## src/rtl/core/alids_pkg.sv

```systemverilog
package alids_pkg;

    localparam int DEPTH_DEF      = 64;
    localparam int WORD_WIDTH_DEF = 32;

    localparam int OP_W      = 3;
    localparam int POS_W     = 7;
    localparam int VAL_W     = 32;
    localparam int RIDX_W    = 6;
    localparam int STAT_W    = 3;
    localparam int CNT_W     = 7;
    localparam int S_TDATA_W = 48;
    localparam int M_TDATA_W = 40;

    localparam logic [OP_W-1:0] OP_APPEND = 3'd0;
    localparam logic [OP_W-1:0] OP_INSERT = 3'd1;
    localparam logic [OP_W-1:0] OP_DELETE = 3'd2;
    localparam logic [OP_W-1:0] OP_SORT   = 3'd3;
    localparam logic [OP_W-1:0] OP_READ   = 3'd4;

    localparam logic [STAT_W-1:0] STAT_OK       = 3'd0;
    localparam logic [STAT_W-1:0] STAT_FULL     = 3'd1;
    localparam logic [STAT_W-1:0] STAT_BADPOS   = 3'd2;
    localparam logic [STAT_W-1:0] STAT_NOTFOUND = 3'd3;
    localparam logic [STAT_W-1:0] STAT_BADINDEX = 3'd4;

    typedef enum logic [1:0] {
        CELL_HOLD,
        CELL_INSERT,
        CELL_SHIFT_DOWN,
        CELL_SORT
    } cell_op_t;

    typedef struct packed {
        cell_op_t op;
        logic     odd;
        logic     capture;
    } cell_ctl_t;

    typedef enum logic [1:0] {
        ST_IDLE,
        ST_DELETE,
        ST_SORT
    } state_t;

endpackage

```

## src/rtl/core/alids_ctrl.sv

```systemverilog
module alids_ctrl
    import alids_pkg::*;
#(
    parameter int DEPTH      = DEPTH_DEF,
    parameter int WORD_WIDTH = WORD_WIDTH_DEF,
    parameter int CW         = $clog2(DEPTH + 1)
)
(
    input  logic                  clk,
    input  logic                  rst_n,
    input  logic                  s_tvalid,
    output logic                  s_tready,
    input  logic [OP_W-1:0]       s_tuser,
    input  logic [S_TDATA_W-1:0]  s_tdata,
    output logic                  m_tvalid,
    input  logic                  m_tready,
    output logic [STAT_W-1:0]     m_tuser,
    output logic [M_TDATA_W-1:0]  m_tdata,
    input  logic                  found,
    input  logic [WORD_WIDTH-1:0] rd_word,
    output cell_ctl_t             ctl,
    output logic [CW-1:0]         tgt,
    output logic [CW-1:0]         cnt,
    output logic [WORD_WIDTH-1:0] cell_value
);

    localparam int PW = ((CW > POS_W) ? CW : POS_W) + 1;
    localparam int XW = ((CW > RIDX_W) ? CW : RIDX_W) + 1;

    state_t                state_reg;
    state_t                state_next;
    logic [CW-1:0]         cnt_reg;
    logic [CW-1:0]         cnt_next;
    logic [CW-1:0]         phase_reg;
    logic [CW-1:0]         phase_next;
    logic                  m_tvalid_reg;
    logic                  m_tvalid_next;
    logic [STAT_W-1:0]     status_reg;
    logic [VAL_W-1:0]      rval_reg;
    logic [CNT_W-1:0]      count_reg;

    logic                  accept;
    logic                  out_load;
    logic [STAT_W-1:0]     out_status;
    logic [VAL_W-1:0]      out_rval;
    logic [OP_W-1:0]       op;
    logic [POS_W-1:0]      pos;
    logic signed [VAL_W-1:0] val_in;
    logic [RIDX_W-1:0]     ridx;
    logic                  full;
    logic                  bad_pos;
    logic                  bad_idx;
    logic                  last_phase;

    assign op     = s_tuser;
    assign pos    = s_tdata[POS_W-1:0];
    assign val_in = $signed(s_tdata[POS_W+VAL_W-1:POS_W]);
    assign ridx   = s_tdata[POS_W+VAL_W+RIDX_W-1:POS_W+VAL_W];

    assign s_tready   = (state_reg == ST_IDLE) && (!m_tvalid_reg || m_tready);
    assign accept     = s_tvalid && s_tready;
    assign full       = (cnt_reg >= CW'(DEPTH));
    assign bad_pos    = (pos == '0) || (PW'(pos) > (PW'(cnt_reg) + PW'(1)));
    assign bad_idx    = (XW'(ridx) >= XW'(cnt_reg)) || (XW'(ridx) >= XW'(DEPTH));
    assign last_phase = (phase_reg == (cnt_reg - CW'(1)));
    assign cell_value = WORD_WIDTH'(val_in);
    assign cnt        = cnt_reg;

    assign m_tvalid = m_tvalid_reg;
    assign m_tuser  = status_reg;
    assign m_tdata  = {1'b0, rval_reg, count_reg};

    always_comb
    begin
        state_next = state_reg;
        case (state_reg)
            ST_IDLE:
            begin
                if (accept && (op == OP_DELETE))
                begin
                    state_next = ST_DELETE;
                end
                else if (accept && (op == OP_SORT) && (cnt_reg >= CW'(2)))
                begin
                    state_next = ST_SORT;
                end
            end
            ST_DELETE:
            begin
                state_next = ST_IDLE;
            end
            ST_SORT:
            begin
                if (last_phase)
                begin
                    state_next = ST_IDLE;
                end
            end
            default:
            begin
                state_next = ST_IDLE;
            end
        endcase
    end

    always_comb
    begin
        ctl        = '{op: CELL_HOLD, odd: 1'b0, capture: 1'b0};
        tgt        = cnt_reg;
        cnt_next   = cnt_reg;
        phase_next = phase_reg;
        out_load   = 1'b0;
        out_status = STAT_OK;
        out_rval   = '0;
        case (state_reg)
            ST_IDLE:
            begin
                if (accept)
                begin
                    case (op)
                        OP_APPEND:
                        begin
                            out_load = 1'b1;
                            if (full)
                            begin
                                out_status = STAT_FULL;
                            end
                            else
                            begin
                                ctl.op   = CELL_INSERT;
                                cnt_next = cnt_reg + CW'(1);
                            end
                        end
                        OP_INSERT:
                        begin
                            out_load = 1'b1;
                            if (full)
                            begin
                                out_status = STAT_FULL;
                            end
                            else if (bad_pos)
                            begin
                                out_status = STAT_BADPOS;
                            end
                            else
                            begin
                                ctl.op   = CELL_INSERT;
                                tgt      = CW'(PW'(pos) - PW'(1));
                                cnt_next = cnt_reg + CW'(1);
                            end
                        end
                        OP_DELETE:
                        begin
                            ctl.capture = 1'b1;
                        end
                        OP_SORT:
                        begin
                            phase_next = '0;
                            out_load   = (cnt_reg < CW'(2));
                        end
                        OP_READ:
                        begin
                            out_load = 1'b1;
                            if (bad_idx)
                            begin
                                out_status = STAT_BADINDEX;
                            end
                            else
                            begin
                                out_rval = VAL_W'(rd_word);
                            end
                        end
                        default:
                        begin
                            out_load = 1'b1;
                        end
                    endcase
                end
            end
            ST_DELETE:
            begin
                out_load = 1'b1;
                if (found)
                begin
                    ctl.op   = CELL_SHIFT_DOWN;
                    cnt_next = cnt_reg - CW'(1);
                end
                else
                begin
                    out_status = STAT_NOTFOUND;
                end
            end
            ST_SORT:
            begin
                ctl.op     = CELL_SORT;
                ctl.odd    = phase_reg[0];
                phase_next = phase_reg + CW'(1);
                out_load   = last_phase;
            end
            default:
            begin
                ctl.op = CELL_HOLD;
            end
        endcase
    end

    always_comb
    begin
        if (out_load)
        begin
            m_tvalid_next = 1'b1;
        end
        else if (m_tready)
        begin
            m_tvalid_next = 1'b0;
        end
        else
        begin
            m_tvalid_next = m_tvalid_reg;
        end
    end

    always_ff @(posedge clk or negedge rst_n)
    begin
        if (!rst_n)
        begin
            state_reg    <= ST_IDLE;
            cnt_reg      <= '0;
            phase_reg    <= '0;
            m_tvalid_reg <= 1'b0;
        end
        else
        begin
            state_reg    <= state_next;
            cnt_reg      <= cnt_next;
            phase_reg    <= phase_next;
            m_tvalid_reg <= m_tvalid_next;
        end
    end

    always_ff @(posedge clk)
    begin
        if (out_load)
        begin
            status_reg <= out_status;
            rval_reg   <= out_rval;
            count_reg  <= CNT_W'(cnt_next);
        end
    end

    a_cnt_bound: assert property (@(posedge clk) disable iff (!rst_n)
        cnt_reg <= CW'(DEPTH))
        else $error("entry count beyond depth");

    a_sort_enter: assert property (@(posedge clk) disable iff (!rst_n)
        (accept && (op == OP_SORT) && (cnt_reg >= CW'(2))) |=> (state_reg == ST_SORT))
        else $error("sort did not start");

    a_phase_bound: assert property (@(posedge clk) disable iff (!rst_n)
        (state_reg == ST_SORT) |-> (phase_reg < cnt_reg))
        else $error("sort phase beyond count");

    a_slot_free: assert property (@(posedge clk) disable iff (!rst_n)
        ((state_reg == ST_DELETE) || (state_reg == ST_SORT)) |-> !m_tvalid_reg)
        else $error("result slot busy while an operation finishes");

endmodule

```

## config.mk

```make
export PLATFORM = sky130hd
export DESIGN_NAME = alids_ctrl
export DESIGN_NICKNAME = d
export VERILOG_FILES = /design/src/rtl/core/alids_pkg.sv /design/src/rtl/core/alids_ctrl.sv
export SDC_FILE = /design/constraint.sdc
export NUM_CORES = 1
export LEC_CHECK = 0
export BUFFER_PORTS_ARGS = -buffer_cell sky130_fd_sc_hd__buf_2
export CAP_MARGIN = 25
export CORE_ASPECT_RATIO = 0.6
export CORE_UTILIZATION = 45
export DETAILED_ROUTE_END_ITERATION = 8
export PLACE_DENSITY_LB_ADDON = 0.2
export SYNTH_ARGS = -nofsm -noshare
export SYNTH_HDL_FRONTEND = slang
export SYNTH_SLANG_ARGS = --single-unit
```

## constraint.sdc

```tcl
create_clock -name clk -period 4.17 [get_ports clk]
set_input_delay 0.417 -clock clk [delete_from_list [all_inputs] [get_ports clk]]
set_output_delay 0.417 -clock clk [all_outputs]
set_load 0.05 [all_outputs]
```

Yosys cells after proc, flatten, opt, wreduce, memory -nomap -nowiden:

Index checks and enable logic that the tools add are counted.
W data, S select, Z words.

* bits in registers: 59
* bits of input ports: 88
* output and inout bits: 95
* logic and storage cells: 90

* add/sub/neg operators: 5
* magnitude comparators: 5
* equal/unequal tests: 11
* mux-type cells: 43
* bitwise logic cells: 3
* reduce and logical (&&, ||, !) cells: 16

Operator list (number)
* $mux W7: 12
* $pmux W7 S2: 3
* $add A7 B1 Y7 const B: 2
* $mux W2: 7
* $sub A7 B1 Y7 const B: 2
* $mux W1: 12
* $pmux W3 S3: 1
* $add A7 B1 Y8 const B: 1
* $gt A7 B8 Y1: 1
* $eq A7 B7 Y1: 1
* $ge A6 B7 Y1: 1
* $ge A7 B2 Y1 const B: 1
* $ge A7 B7 Y1 const B: 1
* $logic_not A7 Y1: 1
* $lt A7 B2 Y1 const B: 1
* $eq A3 B2 Y1 const B: 2
* $mux W3: 2
* $pmux W2 S3: 1
* $pmux W3 S2: 1
* $logic_and A1 B1 Y1: 5
* $ne A2 B2 Y1 const B: 2
* $pmux W1 S2: 2
* $pmux W2 S2: 1
* $reduce_bool A2 Y1: 2
* other kinds (15): 18

Logic depth before layout (Yosys ltp):

* word-level depth: 9
* mapped depth: 12

Least setup slack after synthesis:

Ideal clock, no wire load.

* path kind: flip-flop to output port
* start point: reg cnt_reg[0], in the netlist cnt[0]
* end point: out ctl[2] in the netlist's numbering
* arrival: 3809 ps
* data required time: 3753 ps
* path slack: -56 ps
* cell stages (with the launch flop): 12
* buffers on the path: 1
* cell sequence: dfrtp_1 -> buf_2 -> nand3_1 -> or2_2 -> xnor2_1 -> ha_1 -> a21o_1 -> a21oi_1 -> o211ai_1 -> nand2_1 -> a21oi_1 -> o31ai_1

RTL lines
* from (decl): line alids_ctrl.sv:32 `logic [CW-1:0] cnt_reg;`
* from (signal assigned): line alids_ctrl.sv:235 `cnt_reg <= cnt_next;`
* to (decl): line alids_ctrl.sv:21 `output cell_ctl_t ctl,`

Worst setup path after layout:

* start point: reg cnt_reg[0], in the netlist cnt[0]
* end point: out tgt[0]

* word-level cells in the longest chain between the ends: 8

RTL lines
* $add A7 B1 Y8: line alids_ctrl.sv:63 `assign bad_pos = (pos == '0) || (PW'(pos) > (PW'(cnt_reg) + PW'(1)));`
* $gt A7 B8 Y1: line alids_ctrl.sv:63
* $logic_or A1 B1 Y1: line alids_ctrl.sv:63
* $mux W7: line alids_ctrl.sv:141 `else if (bad_pos)`
* $mux W7: line alids_ctrl.sv:137 `if (full)`
* $mux W7: line alids_ctrl.sv:120 `case (op)`
* $mux W7: line alids_ctrl.sv:118 `if (accept)`
* $mux W7 (*): line alids_ctrl.sv:115 `case (state_reg)`
* to (decl): line alids_ctrl.sv:22 `output logic [CW-1:0] tgt,`

Mark *: on every way between the ends. The rest lies on a longest branch, timed or not.

==> flow_metrics.tcl <==
set metrics [dict create \
    status "complete, no violations" \
    die_w_um 121 \
    setup.worst_path.class "flop to output port" \
    largest_reg_flops 32 \
    hpwl_um 7910 \
    grt_pass1_vias 2890 \
    ys_types 47 \
    finalHoldViolCount 0 \
    syn_area_um2 3850 \
    numClockSinks 59 \
    finalClockSkew_ns 0.00751 \
    power_leakage_uw 0.00203 \
    io_pins 183 \
    cts_setup_buffers 0 \
    worstPathRequired_ns 3.75 \
    clock_latency_ns 0.32 \
    clkPwrFrac_pct 21.4 \
    tightestPinTransition_ns 0.642 \
    portBuffers 114 \
    vias 3288 \
    grt_pass1_wl_um 15500 \
    combPwrFrac_pct 52.3 \
    slew_headroom_pct 56.9 \
    whs_ns 0.0218 \
    ff2ff_setup_slack_ns 0.85 \
    antenna_cells 0 \
    placementRows 25 \
    initial_core_util_pct 47.7 \
    antenna_found_initial 0 \
    firstDrtPassIters 6 \
    netSwitchingPower_uw 1790 \
    async_reset_ff_share_pct 28.8 \
    drv_cap 0 \
    clkSlewWorstSetupHoldPaths_ns 0.05 \
    multi_input_comb_area_um2 1760 \
    htree_levels 3 \
    yosys_warnings 0 \
    p_seq_share_pct 26.3 \
    setup_viol_count_final 0 \
    ys_seq_elements 59 \
    synth_fp_nets 507 \
    grt_usage_pct 23.2 \
    period_needed_ns 3.93 \
    slew_violations 0 \
    cp-start-kind "flop" \
    synth_edf_count 42 \
    synthTopCellsByArea "edfxtp_1 33%, dfrtp_1 11%, buf_4 6.6%" \
    drt_iter0_drc 249 \
    r2r-end "count_reg[2]$_DFFE_PP_" \
    grt_max_degree 33 \
    grt_setup_unrepaired "false" \
    grt-ovfl-total 0 \
    routabilityCongestion 0.920 \
    final_antenna_net_count 0 \
    crit_arrival_ns 3.52 \
    drive_gt1_share_pct 29.9 \
    ys_seq_area_share_pct 43.8 \
    nets 587 \
    syn_inst 400 \
    met3WireLength_um 1150 \
    power_density_nw_per_um2 800 \
    setup_ws_ns 0.236 \
    wl_met1_um 4710 \
    drc 0 \
    yosys.area.top_type_share_pct 32.8 \
    coreArea_um2 8070 \
    num-fill-cells 736 \
    area_growth_pct 19.6 \
    avgSynthCellArea_um2 9.62 \
    cp_max_fo 12 \
    clockBufferDepth 2 \
    post_drt_wl_per_cell_um 17.2 \
    end_kind "output port" \
    swShare_pct 48.6 \
    synthFlopType "edfxtp_1" \
    fmax_mhz 254 \
    finalCritPeriodShare_pct 94.3 \
    viasPerCell 5.54 \
    r2r-start "cnt[0]$_DFF_PN0_" \
    pre_cts_ws_ns 0.501 \
    cts_root_buf "clkbuf_16" \
    reg2regPathDepth 12 \
    hold_class "primary input to asynchronous set/reset pin" \
    peakVddDrop_mv 0.437 \
    wirelength_um 10200 \
    yosys.area.top_type "edfxtp_1" \
    cts_inserted_buffers 9 \
    design.die.area_um2 8940 \
    wl_met2_um 4170 \
    cts_tree "done" \
    p_int_uw 1890 \
    die_y_um 73.6 \
    seq_area_um2 1690 \
    top_layer "met4" \
]
[worst max-delay path, cell delays in order (launching register included)]
cell       delay [ns]
dfrtp_1          0.49
ha_1             0.30
and3_1           0.24
nand3_1          0.12
xor2_1           0.20
ha_1             0.32
nand3_1          0.12
nor2_1           0.18
nor2_1           0.14
a2111oi_2        0.39
buf_4            0.24
mux2i_1          0.18
buf_2            0.27
[layout by cell type, fill, tap and decap left out, types with 11 or more instances in the layout]
cell type	netlist	routed
dfrtp_1	17	16
a21oi_1	26	26
and2_1	33	33
ha_1	19	19
inv_1	13	13
nor2_1	28	28
a31oi_1	11	11
xnor2_1	14	14
nand2_1	24	24
buf_2	4	114
edfxtp_1	42	42
nor3_1	17	17
o21ai_0	21	21
[cell usage after synthesis, drive strengths merged (2+ instances only)]
master / count
nor3b: 2
o41ai: 3
mux2i: 2
edfxtp: 42
nor3: 17
and3: 7
a31oi: 11
nand3: 9
nor2b: 4
o31ai: 2
xnor2: 14
o22ai: 7
or2: 3
ha: 19
inv: 13
and2: 33
nand2b: 4
nor2: 28
buf: 41
o21ai: 21
or4b: 2
a21oi: 27
dfrtp: 17
nand4: 4
xor2: 8
a211o: 2
clkbuf: 13
a22o: 2
a21o: 5
a221oi: 2
nand2: 24
[layer usage]
layer	vias up	global-route usage, %
met4	0	7.27
met2	185	33.2
met5	-	0
met1	1514	33.3
met3	23	7.22
li1	1566	-
[layout make-up]
| cell class | instances | share of cell area [%] |
|---|---|---|
| Clock inverter | 5 | 1.66 |
| Clock buffer | 11 | 5.28 |
| Sequential cell | 59 | 36.7 |
| Inverter | 13 | 1.06 |
| Timing Repair Buffer | 123 | 14.1 |
| Tap cell | 108 | 2.94 |
| Multi-Input combinational cell | 274 | 38.2 |
[power by group through the flow]
stage | sequential, uW | clock [uW] | combinational (uW)
after detailed placement | 973 | 0 | 1910
final | 968 | 789 | 1920
after global placement | 965 | 0 | 1880
after CTS | 965 | 803 | 1910
after floorplan | 1330 | 0 | 1130
after global routing | 990 | 822 | 2060
[worst max-delay path by stage]
stage	start	endpoint	slack, ns
final	cnt[0]$_DFF_PN0_	tgt[0]	0.24
after global placement	cnt[1]$_DFF_PN0_	tgt[0]	0.58
after floorplan	cnt[0]$_DFF_PN0_	tgt[2]	-0.03
after CTS	cnt[1]$_DFF_PN0_	tgt[1]	0.13
after global routing	cnt[0]$_DFF_PN0_	tgt[1]	0.009
after detailed placement	cnt[1]$_DFF_PN0_	tgt[0]	0.50
[repair_timing]
action,in CTS,in global routing
resized for setup,0,1
endpoints found under the setup margin,0,8
hold buffers,0,0
[logic make-up (layout without fill, tap and decap cells)]
logic type               count (synthesis)  after routing  share of synthesized area [%]
flip-flops                              59             59                           43.8
XOR/XNOR                                22             22                           5.01
other                                    1              1                         0.0975
multiplexers                             2              2                          0.520
AO/OA/AOI/OAI                           89             89                           14.6
buffers and inverters                   67            152                           10.6
AND/OR/NAND/NOR                        141            141                           19.2
adder cells (fa/ha/maj)                 19             19                           6.18
[stage by stage]
step           cell area [um^2]  total power [uW]  utilization (%)  TNS, ns  instances
2_1_floorplan              3850              2460                -   -0.120        400
3_3_place_gp               4280              2850             53.0        0        577
3_5_place_dp               4280              2880             53.0        0        577
4_1_cts                    4600              3680             57.0        0        593
5_1_grt                    4600              3870             57.0        0        593
6_report                   4600              3680             57.0        0        593
No activity file was read; power rests on OpenSTA's default activity.
