### config.mk
export PLATFORM = sky130hd
export DESIGN_NAME = alids_cell
export DESIGN_NICKNAME = d
export VERILOG_FILES = /design/src/rtl/core/alids_pkg.sv /design/src/rtl/core/alids_cell.sv
export SDC_FILE = /design/constraint.sdc
export NUM_CORES = 1
export LEC_CHECK = 0
export BUFFER_PORTS_ARGS = -buffer_cell sky130_fd_sc_hd__clkbuf_2
export CAP_MARGIN = 30
export CORE_UTILIZATION = 40
export DETAILED_ROUTE_END_ITERATION = 10
export GPL_TIMING_DRIVEN = 0
export MAX_ROUTING_LAYER = met4
export PLACE_DENSITY = 0.73
export REMOVE_ABC_BUFFERS = 1
export SLEW_MARGIN = 20
export SYNTH_ARGS = -nofsm -noshare
export SYNTH_HDL_FRONTEND = slang
export SYNTH_SLANG_ARGS = --single-unit
### constraint.sdc
create_clock -name clk -period 3.4 [get_ports clk]
set_input_delay 0.51 -clock clk [delete_from_list [all_inputs] [get_ports clk]]
set_output_delay 0.51 -clock clk [all_outputs]
set_load 0.01 [all_outputs]
### src/rtl/core/alids_pkg.sv
package alids_pkg;

    localparam int DEPTH_DEF      = 64;
    localparam int WORD_WIDTH_DEF = 32;

    localparam int OP_W      = 3;
    localparam int POS_W     = 7;
    localparam int VAL_W     = 32;
    localparam int RIDX_W    = 6;
    localparam int STAT_W    = 3;
    localparam int CNT_W     = 7;
    localparam int S_TDATA_W = 48;
    localparam int M_TDATA_W = 40;

    localparam logic [OP_W-1:0] OP_APPEND = 3'd0;
    localparam logic [OP_W-1:0] OP_INSERT = 3'd1;
    localparam logic [OP_W-1:0] OP_DELETE = 3'd2;
    localparam logic [OP_W-1:0] OP_SORT   = 3'd3;
    localparam logic [OP_W-1:0] OP_READ   = 3'd4;

    localparam logic [STAT_W-1:0] STAT_OK       = 3'd0;
    localparam logic [STAT_W-1:0] STAT_FULL     = 3'd1;
    localparam logic [STAT_W-1:0] STAT_BADPOS   = 3'd2;
    localparam logic [STAT_W-1:0] STAT_NOTFOUND = 3'd3;
    localparam logic [STAT_W-1:0] STAT_BADINDEX = 3'd4;

    typedef enum logic [1:0] {
        CELL_HOLD,
        CELL_INSERT,
        CELL_SHIFT_DOWN,
        CELL_SORT
    } cell_op_t;

    typedef struct packed {
        cell_op_t op;
        logic     odd;
        logic     capture;
    } cell_ctl_t;

    typedef enum logic [1:0] {
        ST_IDLE,
        ST_DELETE,
        ST_SORT
    } state_t;

endpackage

### src/rtl/core/alids_cell.sv
module alids_cell
    import alids_pkg::*;
#(
    parameter int WORD_WIDTH = WORD_WIDTH_DEF,
    parameter int CW         = 7,
    parameter int IDX        = 0
)
(
    input  logic                  clk,
    input  cell_ctl_t             ctl,
    input  logic [CW-1:0]         tgt,
    input  logic [CW-1:0]         cnt,
    input  logic [WORD_WIDTH-1:0] value,
    input  logic [WORD_WIDTH-1:0] left_word,
    input  logic [WORD_WIDTH-1:0] right_word,
    input  logic                  left_gt,
    input  logic                  del_here,
    output logic [WORD_WIDTH-1:0] word,
    output logic                  match,
    output logic                  gt_right
);

    localparam logic PAR = (IDX % 2) != 0;

    logic [WORD_WIDTH-1:0] word_reg;
    logic [WORD_WIDTH-1:0] word_next;

    assign word     = word_reg;
    assign match    = (word_reg == value);
    assign gt_right = $signed(word_reg) > $signed(right_word);

    always_comb
    begin
        word_next = word_reg;
        case (ctl.op)
            CELL_INSERT:
            begin
                if (CW'(IDX) == tgt)
                begin
                    word_next = value;
                end
                else if (CW'(IDX) > tgt)
                begin
                    word_next = left_word;
                end
            end
            CELL_SHIFT_DOWN:
            begin
                if (del_here)
                begin
                    word_next = right_word;
                end
            end
            CELL_SORT:
            begin
                if ((PAR == ctl.odd) && (CW'(IDX + 1) < cnt) && gt_right)
                begin
                    word_next = right_word;
                end
                else if ((PAR != ctl.odd) && (IDX > 0) && (CW'(IDX) < cnt) && left_gt)
                begin
                    word_next = left_word;
                end
            end
            default:
            begin
                word_next = word_reg;
            end
        endcase
    end

    always_ff @(posedge clk)
    begin
        word_reg <= word_next;
    end

endmodule

; ---- After elaboration in Yosys (flattened, before gate mapping)
; Index checks and enable logic that the tools add are counted.
[totals]
wordCells = 22
out_inout_bits = 34
inputBits = 117
regBits = 32
[op_classes]
n_reduce_logical = 5
order_cmp = 3
eq_ne = 7
muxes = 5
bitwise_logic = 1
[op_table]
columns = operator, n
row1 = 2-to-1 mux 32 bit, 4
row2 = one-hot mux 32 bit (3 select lines), 1
row3 = == test 32 bit, 1
row4 = greater-than comparator 32 bit, 1
row5 = "greater-than comparator 1 x 7 -> 1 bit, first input constant", 1
row6 = zero test 7 bit, 1
row7 = "less-than comparator 1 x 7 -> 1 bit, first input constant", 1
row8 = "== test 2 bit, second input constant", 2
row9 = "inequality test 2 bit, second input constant", 2
row10 = AND reduction 4 bit, 1
row11 = "inequality test 3 bit, second input constant", 1
row12 = nonzero test 3 bit, 1
row13 = "== test 2 x 1 -> 1 bit, second input constant", 1
row14 = logical AND 1 bit, 2
row15 = inverter 1 bit, 1

; ---- Longest topological paths before layout
; Gate-level depths: netlist (run 1).
[logic_depth]
depth_word = 5
ltp_mapped = 8
mapped_depth_nobuf = 8

; ---- Worst setup path after synthesis (run 1)
; Ideal clock, no wire load.
[synth_path]
kind = input to register
from = in right_word[14]
to = reg word_reg[0] (netlist: word[0]), enable pin
setup_time_ps = 478
arrival_time_ps = 2344
path_stages = 8
required_ps = 2922
n_path_buf = 0
path_slack_ps = 578
path_cell_list = inv_1 > ha_1 > a21oi_2 > nand2_1 > a221o_1 > o31a_1 > a2bb2oi_1 > nand2_1
[synth_between]
elab_chain_len = 4
[synth_rtl]
columns = item, line_no
row1 = "start, declared", alids_cell.sv:15  ; input logic [WORD_WIDTH-1:0] right_word,
row2 = greater-than comparator 32 bit, alids_cell.sv:30  ; assign gt_right = $signed(word_reg) > $signed(right_word);
row3 = logical AND 1 bit, alids_cell.sv:56  ; if ((PAR == ctl.odd) && (CW'(IDX + 1) < cnt) && gt_right)
row4 = inequality test 2 bit (no source line), --
row5 = AND reduction 4 bit (no source line), --
row6 = "end signal, assigned", alids_cell.sv:74  ; word_reg <= word_next;
row7 = "end, declared", alids_cell.sv:25  ; logic [WORD_WIDTH-1:0] word_reg;
; Every way passes these cells.
; A chain may end at the register's enable or synchronous reset.

; ---- Worst setup path after layout (run 1)
[layout_path]
from = reg word_reg[14] (netlist: word[14])
to = out gt_right
[layout_between]
elab_chain_len = 1
[layout_rtl]
columns = item, line_no
row1 = greater-than comparator 32 bit, alids_cell.sv:30
row2 = "end, declared", alids_cell.sv:20  ; output logic gt_right
; Every way passes these cells.

==> summary.md, run 1 <==
| Metric | Value |
|---|---|
| Status | `finished clean` |
| Storage element area | `961 um^2` |
| Finished Layout Cells | `560` |
| N_diodes | `0` |
| Worst Skew | `0.00401 ns` |
| Vias/cell | `4.94` |
| Layout cells sized above 1 | `34.1%` |
| Sink Count | `32` |
| Critical path data required time | `2.89 ns` |
| Final Hold Fails | `0` |
| Max FFs per register | `32` |
| GRT overflow | `0` |
| Dpl cells | `552` |
| Clock Tree Buf Depth | `2` |
| Final Critical Period | `3.12 ns` |
| Synth Cell Area | `2910 um^2` |
| RSZ-0062 raised after global routing | `no` |
| Fill cells | `688` |
| CP Capture Point | `gt_right` |
| Port bufs | `147` |
| CP cell instances | `ha_1 > nand4_1 > nor2_1 > a221o_1 > o31a_1 > or3_1 > a21oi_1 > clkbuf_2` |
| Total length of routed met3 wires | `430 um` |
| GRT Overall Usage | `21.3%` |
| Fmax | `321 MHz` |
| Max Used Layer | `met4` |
| Nets@finish | `615` |
| Antenna Nets Post-Route | `0` |
| Resize count post-CTS | `0` |
| Synth top area share | `33.0%` |
| Critical path capture point type | `primary output` |
| Drc violations | `0` |
| Worst path slowest cell | `edfxtp_1` |
| GP Congestion | `0.768` |
| WP depth | `8` |
| HP Class | `in2reg` |
| Reg2Reg Setup Slack | `0.49 ns` |
| Worst-path clk slew | `0.07 ns` |
| Core area | `6910 um^2` |
| Synth unique cells | `34` |
| Final HPWL DP | `6.54 mm` |
| Wl on met1 | `3.50 mm` |
| Seq/Total Area, Yosys | `33.0%` |
| Global-route wire length before repair | `12.1 mm` |
| Least-Margin Pin Slew | `0.813 ns` |
| Worst vdd ir | `0.143 mV` |
| DR pass1 iterations | `4` |
| Critical path type | `reg2out` |
| Gate count after technology mapping | `318` |
| Buf/Inv on CP | `1` |
| Setup crit start kind | `flop` |
| Routed via count | `2769` |
| CTS Buf Count | `5` |
| Reg2reg end | `word[24]` |
| Final slew viol count | `0` |
| Multi-input combinational cell area | `1790 um^2` |
| Number of max-cap violations | `0` |
| Setup TNS | `0 ns` |
| Worst skew pair latency | `0.28 ns` |
| Metal2 WL | `3.86 mm` |
| Pre-CTS setup slack | `0.148 ns` |
| Antenna violations before repair | `0` |
| Static leakage | `2.11 nW` |
| CP top delay family | `compound AO/OA/AOI/OAI gates` |
| Final worst slack | `0.282 ns` |
| R2r startpoint | `word[14]` |
| Largest net degree at the start of global routing | `65` |
| Avg Cell Area, Syn | `9.15 um^2` |
| Part of the cycle the worst path needs | `91.7%` |
| WL/cell | `14.0 um` |
| Post-CTS setup buffer count | `0` |
| Final setup viols | `0` |
| Most frequent cells in the layout | `clkbuf_2, nand2_1, o21ai_0, inv_1, ha_1` |
| Initial core utilization | `42.1%` |
| Number of H-tree levels | `2` |
| R2R cell count | `7` |
| CTS tree | `built` |
| Commonest non-fill, non-tap cell in the layout | `clkbuf_2` |
| I/O pins | `151` |
| CP Max Fanout | `3` |
| Synth top area cells | `edfxtp_1, ha_1, mux2i_1` |
| Die Y | `87.3 um` |
| Slew HR | `45.6%` |
| Root buffer cell | `clkbuf_8` |
| Die width | `87.3 um` |
| Hold_buf cts | `0` |
| Rows | `30` |
| Total Routed Length | `7.82 mm` |
| Seq cells post-synth | `32` |
| Die area | `7620 um^2` |
| Area leader, netlist | `edfxtp_1` |
| Slowest cell delay on critical path | `0.44 ns` |
| Pwr Density | `312 nW/um^2` |
| Number of global-route vias before repair | `2652` |
| Layout area overhead | `32.2%` |
| Worst path arrival time | `2.61 ns` |
| Yosys Warn Count | `0` |
| Starting DRT DRC Count | `89` |
| Crit. Startpoint | `word[14]` |
-- cells by family after synthesis --
kind of cell | count (synthesis) | share of synthesized area, %
compound gates | 62 | 12.2
xor+xnor | 32 | 9.63
fa+ha+maj | 35 | 15.0
buf+inv | 45 | 5.93
flops | 32 | 33.0
mux | 32 | 11.0
simple gates | 80 | 13.2
-- per-layer routing --
layer	global-route usage (%)	vias up
li1	-	1434
met1	25.2	1238
met2	38.1	95
met3	3.70	2
met4	3.58	0
met5	-	-
-- worst register-to-register path, stage by stage, from the launching register on --
cell,delay [ns]
edfxtp_1,0.44
ha_1,0.36
nand4_1,0.19
nor4_2,0.40
a21boi_0,0.25
o31a_1,0.20
a2bb2oi_1,0.08
nand2_2,0.61
-- Yosys cell counts --
| cell type | instances |
|---|---|
| or4_1 | 1 |
| a21oi_1 | 13 |
| o31a_1 | 1 |
| nand3_1 | 3 |
| a2bb2oi_1 | 1 |
| a21o_1 | 1 |
| or2_2 | 1 |
| a211o_1 | 1 |
| a21oi_2 | 1 |
| nor3_1 | 2 |
| nor2_1 | 4 |
| ha_1 | 35 |
| and3_1 | 1 |
| mux2i_1 | 32 |
| inv_1 | 35 |
| xor2_1 | 32 |
| a221o_1 | 1 |
| nand2_1 | 42 |
| a211oi_1 | 1 |
| buf_2 | 3 |
| or3_1 | 2 |
| nand4_1 | 8 |
| a221oi_1 | 1 |
| o311ai_0 | 1 |
| o21ai_0 | 36 |
| edfxtp_1 | 32 |
| a2111oi_0 | 1 |
| a21boi_0 | 1 |
| clkbuf_1 | 7 |
| nor2b_1 | 2 |
| and4_1 | 1 |
| nor3b_1 | 1 |
| o211ai_1 | 2 |
| nor4_1 | 12 |
-- through the flow --
step	hold WS, ns	total power, mW	area, um^2	util [%]
2_1_floorplan	0.697	0.740	2870	-
3_3_place_gp	0.804	0.914	3720	53.9
3_5_place_dp	0.809	0.925	3760	54.4
4_1_cts	0.510	1.21	3840	55.6
5_1_grt	0.516	1.28	3850	55.7
6_report	0.526	1.20	3850	55.7
-- worst min path at each step --
stage / startpoint / to / slack, ns / depth (start not counted)
after CTS: right_word[13] / word[13] / 0.51 / 3
after global routing: right_word[30] / word[30] / 0.52 / 3
final: right_word[26] / word[26] / 0.53 / 3
after floorplan: right_word[0] / word[0] / 0.70 / 2
after global placement: right_word[30] / word[30] / 0.80 / 3
after detailed placement: right_word[28] / word[28] / 0.81 / 3
-- where the power goes --
| group | internal [mW] | total [mW] | switching, mW |
|---|---|---|---|
| registers | 0.491 | 0.527 | 0.0364 |
| logic | 0.173 | 0.389 | 0.216 |
| clock network | 0.143 | 0.282 | 0.140 |
-- cell type report --
cell class,instances,share of cell area [%]
Timing Repair Buffer,148,19.8
Sequential cell,32,25.0
Clock buffer,7,1.98
Tap cell,96,3.12
Inverter,35,3.42
Clock inverter,1,0.0976
Multi-Input combinational cell,241,46.6
No activity file was read; power rests on OpenSTA's default activity.
==> run 2: changes to the inputs <==
Settings changed: CTS_BUF_LIST from default to sky130_fd_sc_hd__clkbuf_4.
==> run 2 against run 1 <==
  * Cell area rose by 0.59%
  * Clock skew is 0.0056 ns higher
  * Combinational power increased by 3%
  * Non-clock buffer count rose by 5
  * Count of clock-buffer cells in the layout unchanged
  * Worst hold slack worse by 0.060 ns
  * Setup slack lost 0.068 ns
  * Global-route usage grew 0.062 points
  * Critical endpoint unchanged
  * Flip-flop and latch count stayed put
  * Largest cell class unchanged
  * Via count is 1.8% higher
  * Critical path type unchanged
  * Clock power shrank 17%
==> summary.md, run 2 (synthesized netlist as in run 1, its figures left out) <==
| Metric | Value |
|---|---|
| CTS tree | `built` |
| Vias/cell | `4.99 (+0.90%)` |
| CP cell instances | `ha_1 > nand4_1 > nor2_1 > a221o_1 > o31a_1 > or3_1 > a21oi_1 > clkbuf_2` |
| Layout cells sized above 1 | `35.2% (+1.1 points)` |
| Least-Margin Pin Slew | `0.810 ns (-0.00272 ns)` |
| GP Congestion | `0.768 (unchanged)` |
| Setup crit start kind | `flop` |
| Reg2Reg Setup Slack | `0.54 ns (+0.05 ns)` |
| Critical path type | `reg2out` |
| Final worst slack | `0.214 ns (-0.0685 ns)` |
| Antenna Nets Post-Route | `0 (unchanged)` |
| Max Used Layer | `met4` |
| Global-route wire length before repair | `12.1 mm (+0.12%)` |
| Drc violations | `0 (unchanged)` |
| Largest net degree at the start of global routing | `65 (unchanged)` |
| Final slew viol count | `0 (unchanged)` |
| Pwr Density | `300 nW/um^2 (-3.8%)` |
| N_diodes | `0 (unchanged)` |
| Clock Tree Buf Depth | `2 (unchanged)` |
| Fmax | `314 MHz (-2.1%)` |
| Core area | `6910 um^2 (unchanged)` |
| Wl on met1 | `3.52 mm (+0.74%)` |
| Setup TNS | `0 ns (unchanged)` |
| Pre-CTS setup slack | `0.148 ns (unchanged)` |
| Fill cells | `682 (-0.87%)` |
| Nets@finish | `620 (+0.81%)` |
| Sink Count | `32 (unchanged)` |
| Hold_buf cts | `0 (unchanged)` |
| Buf/Inv on CP | `1 (unchanged)` |
| Worst path slowest cell | `edfxtp_1` |
| Max FFs per register | `32 (unchanged)` |
| Layout area overhead | `32.9%` |
| Number of global-route vias before repair | `2652 (unchanged)` |
| Port bufs | `147 (unchanged)` |
| Initial core utilization | `42.1% (unchanged)` |
| Worst skew pair latency | `0.34 ns (+0.06 ns)` |
| I/O pins | `151 (unchanged)` |
| Die Y | `87.3 um (unchanged)` |
| Part of the cycle the worst path needs | `93.7% (+2.0 points)` |
| Final HPWL DP | `6.54 mm (unchanged)` |
| DR pass1 iterations | `4 (unchanged)` |
| Antenna violations before repair | `0 (unchanged)` |
| CP top delay family | `compound AO/OA/AOI/OAI gates` |
| Rows | `30 (unchanged)` |
| Critical path capture point type | `primary output` |
| GRT Overall Usage | `21.3% (+0.062 points)` |
| WL/cell | `14.0 um (about the same)` |
| Worst Skew | `0.00963 ns (+0.00563 ns)` |
| HP Class | `in2reg` |
| CP Max Fanout | `3 (unchanged)` |
| Slowest cell delay on critical path | `0.44 ns (about the same)` |
| Worst-path clk slew | `0.11 ns (+0.04 ns)` |
| Metal2 WL | `3.87 mm (+0.13%)` |
| Number of max-cap violations | `0 (unchanged)` |
| Final setup viols | `0 (unchanged)` |
| Total Routed Length | `7.89 mm (+0.92%)` |
| Total length of routed met3 wires | `439 um (+2.1%)` |
| Root buffer cell | `clkbuf_4` |
| Status | `finished clean` |
| Final Critical Period | `3.19 ns (+0.0685 ns)` |
| CTS Buf Count | `5 (unchanged)` |
| Number of H-tree levels | `2 (unchanged)` |
| Final Hold Fails | `0 (unchanged)` |
| Die area | `7620 um^2 (unchanged)` |
| Worst path arrival time | `2.68 ns (+0.07 ns)` |
| RSZ-0062 raised after global routing | `no` |
| Starting DRT DRC Count | `101 (+13%)` |
| Most frequent cells in the layout | `clkbuf_2, nand2_1, o21ai_0, inv_1, ha_1` |
| Routed via count | `2819 (+1.8%)` |
| GRT overflow | `0 (unchanged)` |
| Slew HR | `45.8% (+0.18 points)` |
| Worst vdd ir | `0.147 mV (+2.9%)` |
| Critical path data required time | `2.89 ns (about the same)` |
| Commonest non-fill, non-tap cell in the layout | `clkbuf_2` |
| Die width | `87.3 um (unchanged)` |
| Static leakage | `2.14 nW (+1.2%)` |
==> run 2: cell types whose count changed in the layout (fill, tap and decap cells not counted), sizes merged <==
cell | before | now
buf | 1 | 6
==> run 2: worst paths after layout <==
check / cells after the start / endpoint / startpoint
setup / recovery: 8 / gt_right / word[13]
hold / removal: 3 / word[28] / right_word[28]
setup reg to reg: 7 / word[24] / word[14]
hold reg to reg: 4 / word[16] / word[31]
==> run 2: layout make-up <==
cell class	count	area, um^2	share of cell area, %
clock buffers	7	52.6	1.36
clock inverters	1	3.75	0.0970
inverters	35	131	3.40
multi-input cells	241	1800	46.5
flip-flops and latches	32	961	24.8
well taps	96	120	3.10
repair buffers	153	801	20.7
==> run 2: power breakdown <==
part,leakage [nW],switching [mW],internal [mW]
combinational,1.80,0.220,0.181
sequential,0.304,0.0356,0.490
clock,0.0338,0.138,0.0955
total,2.14,0.394,0.766
==> run 2: stage by stage <==
step / instance area (um^2) / cells / hold slack (ns) / utilization, % / power, mW
2_1_floorplan: 2870 / 308 / 0.697 / - / 0.740
3_3_place_gp: 3720 / 551 / 0.804 / 53.9 / 0.914
3_5_place_dp: 3760 / 552 / 0.809 / 54.4 / 0.925
4_1_cts: 3810 / 560 / 0.446 / 55.2 / 1.16
5_1_grt: 3870 / 565 / 0.449 / 56.0 / 1.24
6_report: 3870 / 565 / 0.466 / 56.0 / 1.16
==> run 2: worst register-to-register path, cell delays in order, from the launching register on <==
cell,delay [ns]
edfxtp_1,0.43
ha_1,0.36
nand4_1,0.20
nor4_4,0.36
a21boi_0,0.24
o31a_1,0.20
a2bb2oi_1,0.08
nand2_2,0.61
==> run 2: timing repair <==
action                     in CTS  in global routing
resized for setup               0                  2
setup endpoints to repair       0                  1
setup buffers                   0                  5
hold endpoints to repair        0                  0
==> run 2: routing by layer <==
| metal | vias up | GRT usage [%] |
|---|---|---|
| li1 | 1443 | - |
| met1 | 1277 | 25.2 |
| met2 | 93 | 38.1 |
| met3 | 6 | 3.70 |
| met4 | 0 | 4.02 |
| met5 | - | - |
==> run 3: changes to the inputs <==
Settings changed: CORE_MARGIN from default to 2.
==> run 3 against run 2 <==
  * Global-route usage fell by 1.1 points
  * Register-to-register slack got worse by 0.04 ns
  * Sequential power barely moved
  * Cell area is 0.36% lower
  * Count of clock-buffer cells in the layout is 2 lower
  * Via count is essentially flat
  * Critical path type unchanged
  * Highest routed layer unchanged
==> summary.md, run 3 (synthesized netlist as in run 1, its figures left out) <==
| Metric | Value |
|---|---|
| Status | `finished clean` |
| Layout cells sized above 1 | `34.9% (-0.28 points)` |
| Number of H-tree levels | `2 (unchanged)` |
| Initial core utilization | `40.8% (-1.4 points)` |
| GRT overflow | `0 (unchanged)` |
| Global-route wire length before repair | `11.9 mm (-1.7%)` |
| Drc violations | `0 (unchanged)` |
| Hold_sp | `right_word[4]` |
| Fmax | `312 MHz (-0.60%)` |
| Number of global-route vias before repair | `2610 (-1.6%)` |
| DR pass1 iterations | `4 (unchanged)` |
| Commonest non-fill, non-tap cell in the layout | `clkbuf_2` |
| Static leakage | `2.13 nW (-0.47%)` |
| Part of the cycle the worst path needs | `94.3% (+0.56 points)` |
| N_diodes | `0 (unchanged)` |
| Pwr Density | `296 nW/um^2 (-1.5%)` |
| WL/cell | `14.4 um (+3.1%)` |
| DP Area | `3750 um^2 (about the same)` |
| Max Used Layer | `met4` |
| Antenna violations before repair | `0 (unchanged)` |
| CP Max Fanout | `3 (unchanged)` |
| GRT Overall Usage | `20.2% (-1.1 points)` |
| Vias/cell | `4.98 (-0.25%)` |
| Largest net degree at the start of global routing | `65 (unchanged)` |
| Slew HR | `45.1% (-0.73 points)` |
| Worst path slowest cell | `edfxtp_1` |
| GP Congestion | `0.863 (+12%)` |
| Die area | `7970 um^2 (+4.6%)` |
| Critical path type | `reg2out` |
| Setup crit start kind | `flop` |
| Final Hold Fails | `0 (unchanged)` |
| Worst skew pair latency | `0.34 ns (about the same)` |
| Metal2 WL | `4.03 mm (+4.2%)` |
| Pwr Total | `1.14 mW (-1.8%)` |
| CP top delay family | `compound AO/OA/AOI/OAI gates` |
| Layout area overhead | `32.5%` |
| CTS Buf Count | `5 (unchanged)` |
| Worst path arrival time | `2.70 ns (+0.02 ns)` |
| Final Critical Period | `3.21 ns (+0.0191 ns)` |
| Worst Skew | `0.0180 ns (+0.00838 ns)` |
| Fin Hold WS | `0.454 ns (-0.0121 ns)` |
| Crit. Startpoint | `word[13]` |
| Rows | `31 (+3.3%)` |
| Antenna Nets Post-Route | `0 (unchanged)` |
| Port bufs | `147 (unchanged)` |
| Nets@finish | `618 (-0.32%)` |
| Cell area after layout | `3850 um^2 (-0.36%)` |
| Root buffer cell | `clkbuf_4` |
| Critical path capture point type | `primary output` |
| Worst-path clk slew | `0.12 ns (about the same)` |
| R2r startpoint | `word[13]` |
| Final setup viols | `0 (unchanged)` |
| Number of max-cap violations | `0 (unchanged)` |
| Slowest cell delay on critical path | `0.46 ns (+0.02 ns)` |
| CP cell instances | `ha_1 > nand4_1 > nor2_1 > a221o_1 > o31a_1 > or3_1 > a21oi_1 > clkbuf_2` |
| Buf/Inv on CP | `1 (unchanged)` |
| Routed via count | `2817 (-0.071%)` |
| CTS tree | `built` |
| Critical path data required time | `2.89 ns (about the same)` |
| Sink Count | `32 (unchanged)` |
| Die width | `89.3 um (+2.3%)` |
| HP Class | `in2reg` |
| Worst vdd ir | `0.161 mV (+9.5%)` |
| Starting DRT DRC Count | `75 (-26%)` |
| Total Routed Length | `8.14 mm (+3.2%)` |
| Most frequent cells in the layout | `clkbuf_2, nand2_1, o21ai_0, inv_1, ha_1` |
| RSZ-0062 raised after global routing | `no` |
| Core area | `7140 um^2 (+3.3%)` |
| I/O pins | `151 (unchanged)` |
| Least-Margin Pin Slew | `0.821 ns (+0.0109 ns)` |
| Wl on met1 | `3.50 mm (-0.65%)` |
| Max FFs per register | `32 (unchanged)` |
| Setup TNS | `0 ns (unchanged)` |
| Total length of routed met3 wires | `547 um (+25%)` |
| Die Y | `89.3 um (+2.3%)` |
| Clock Tree Buf Depth | `2 (unchanged)` |
| Final slew viol count | `0 (unchanged)` |
| Final HPWL DP | `6.67 mm (+1.9%)` |
run 3: final cells by class:
class / count / area (um^2)
clock inverter: 3 / 13.8
multi-input combinational: 241 / 1800
sequential: 32 / 961
tap: 99 / 124
fill: 737 / 3280
inverter: 35 / 131
timing repair buffer: 151 / 791
clock buffer: 5 / 37.5
run 3: path summary, 6_finish.rpt:
| kind | end | slack (ns) | depth (start not counted) |
|---|---|---|---|
| setup reg to reg | word[22] | 0.50 | 7 |
| hold reg to reg | word[10] | 1.77 | 5 |
| setup / recovery | gt_right | 0.19 | 8 |
| hold / removal | word[4] | 0.45 | 3 |
run 3: power by group:
part | switching, mW | internal (mW)
Sequential | 0.0377 | 0.490
Combinational | 0.220 | 0.178
Clock | 0.137 | 0.0759
run 3: what timing repair did:
item	4_1_cts	5_1_grt
gates resized for setup	0	2
buffers inserted	0	2
setup endpoints to repair	0	1
endpoints found under the hold margin	0	0
hold buffers	0	0
run 3: through the flow:
step                utilization, %  instances  setup WS (ns)
floorplan                        -        308         -0.258
global placement              52.2        554          -1.17
detailed placement            52.6        555          0.176
CTS                           53.3        563          0.160
global route                  54.0        566        0.00621
finish                        54.0        566          0.195
run 3: metal layers:
| layer | global-route usage [%] | vias to the layer above |
|---|---|---|
| li1 | - | 1443 |
| met1 | 25.5 | 1270 |
| met2 | 33.7 | 98 |
| met3 | 3.88 | 6 |
| met4 | 4.75 | 0 |
| met5 | - | - |
run 3: worst min-delay path, cell delays in order:
cell	delay [ns]
clkbuf_2	0.09
nand2_1	0.04
o21ai_0	0.05
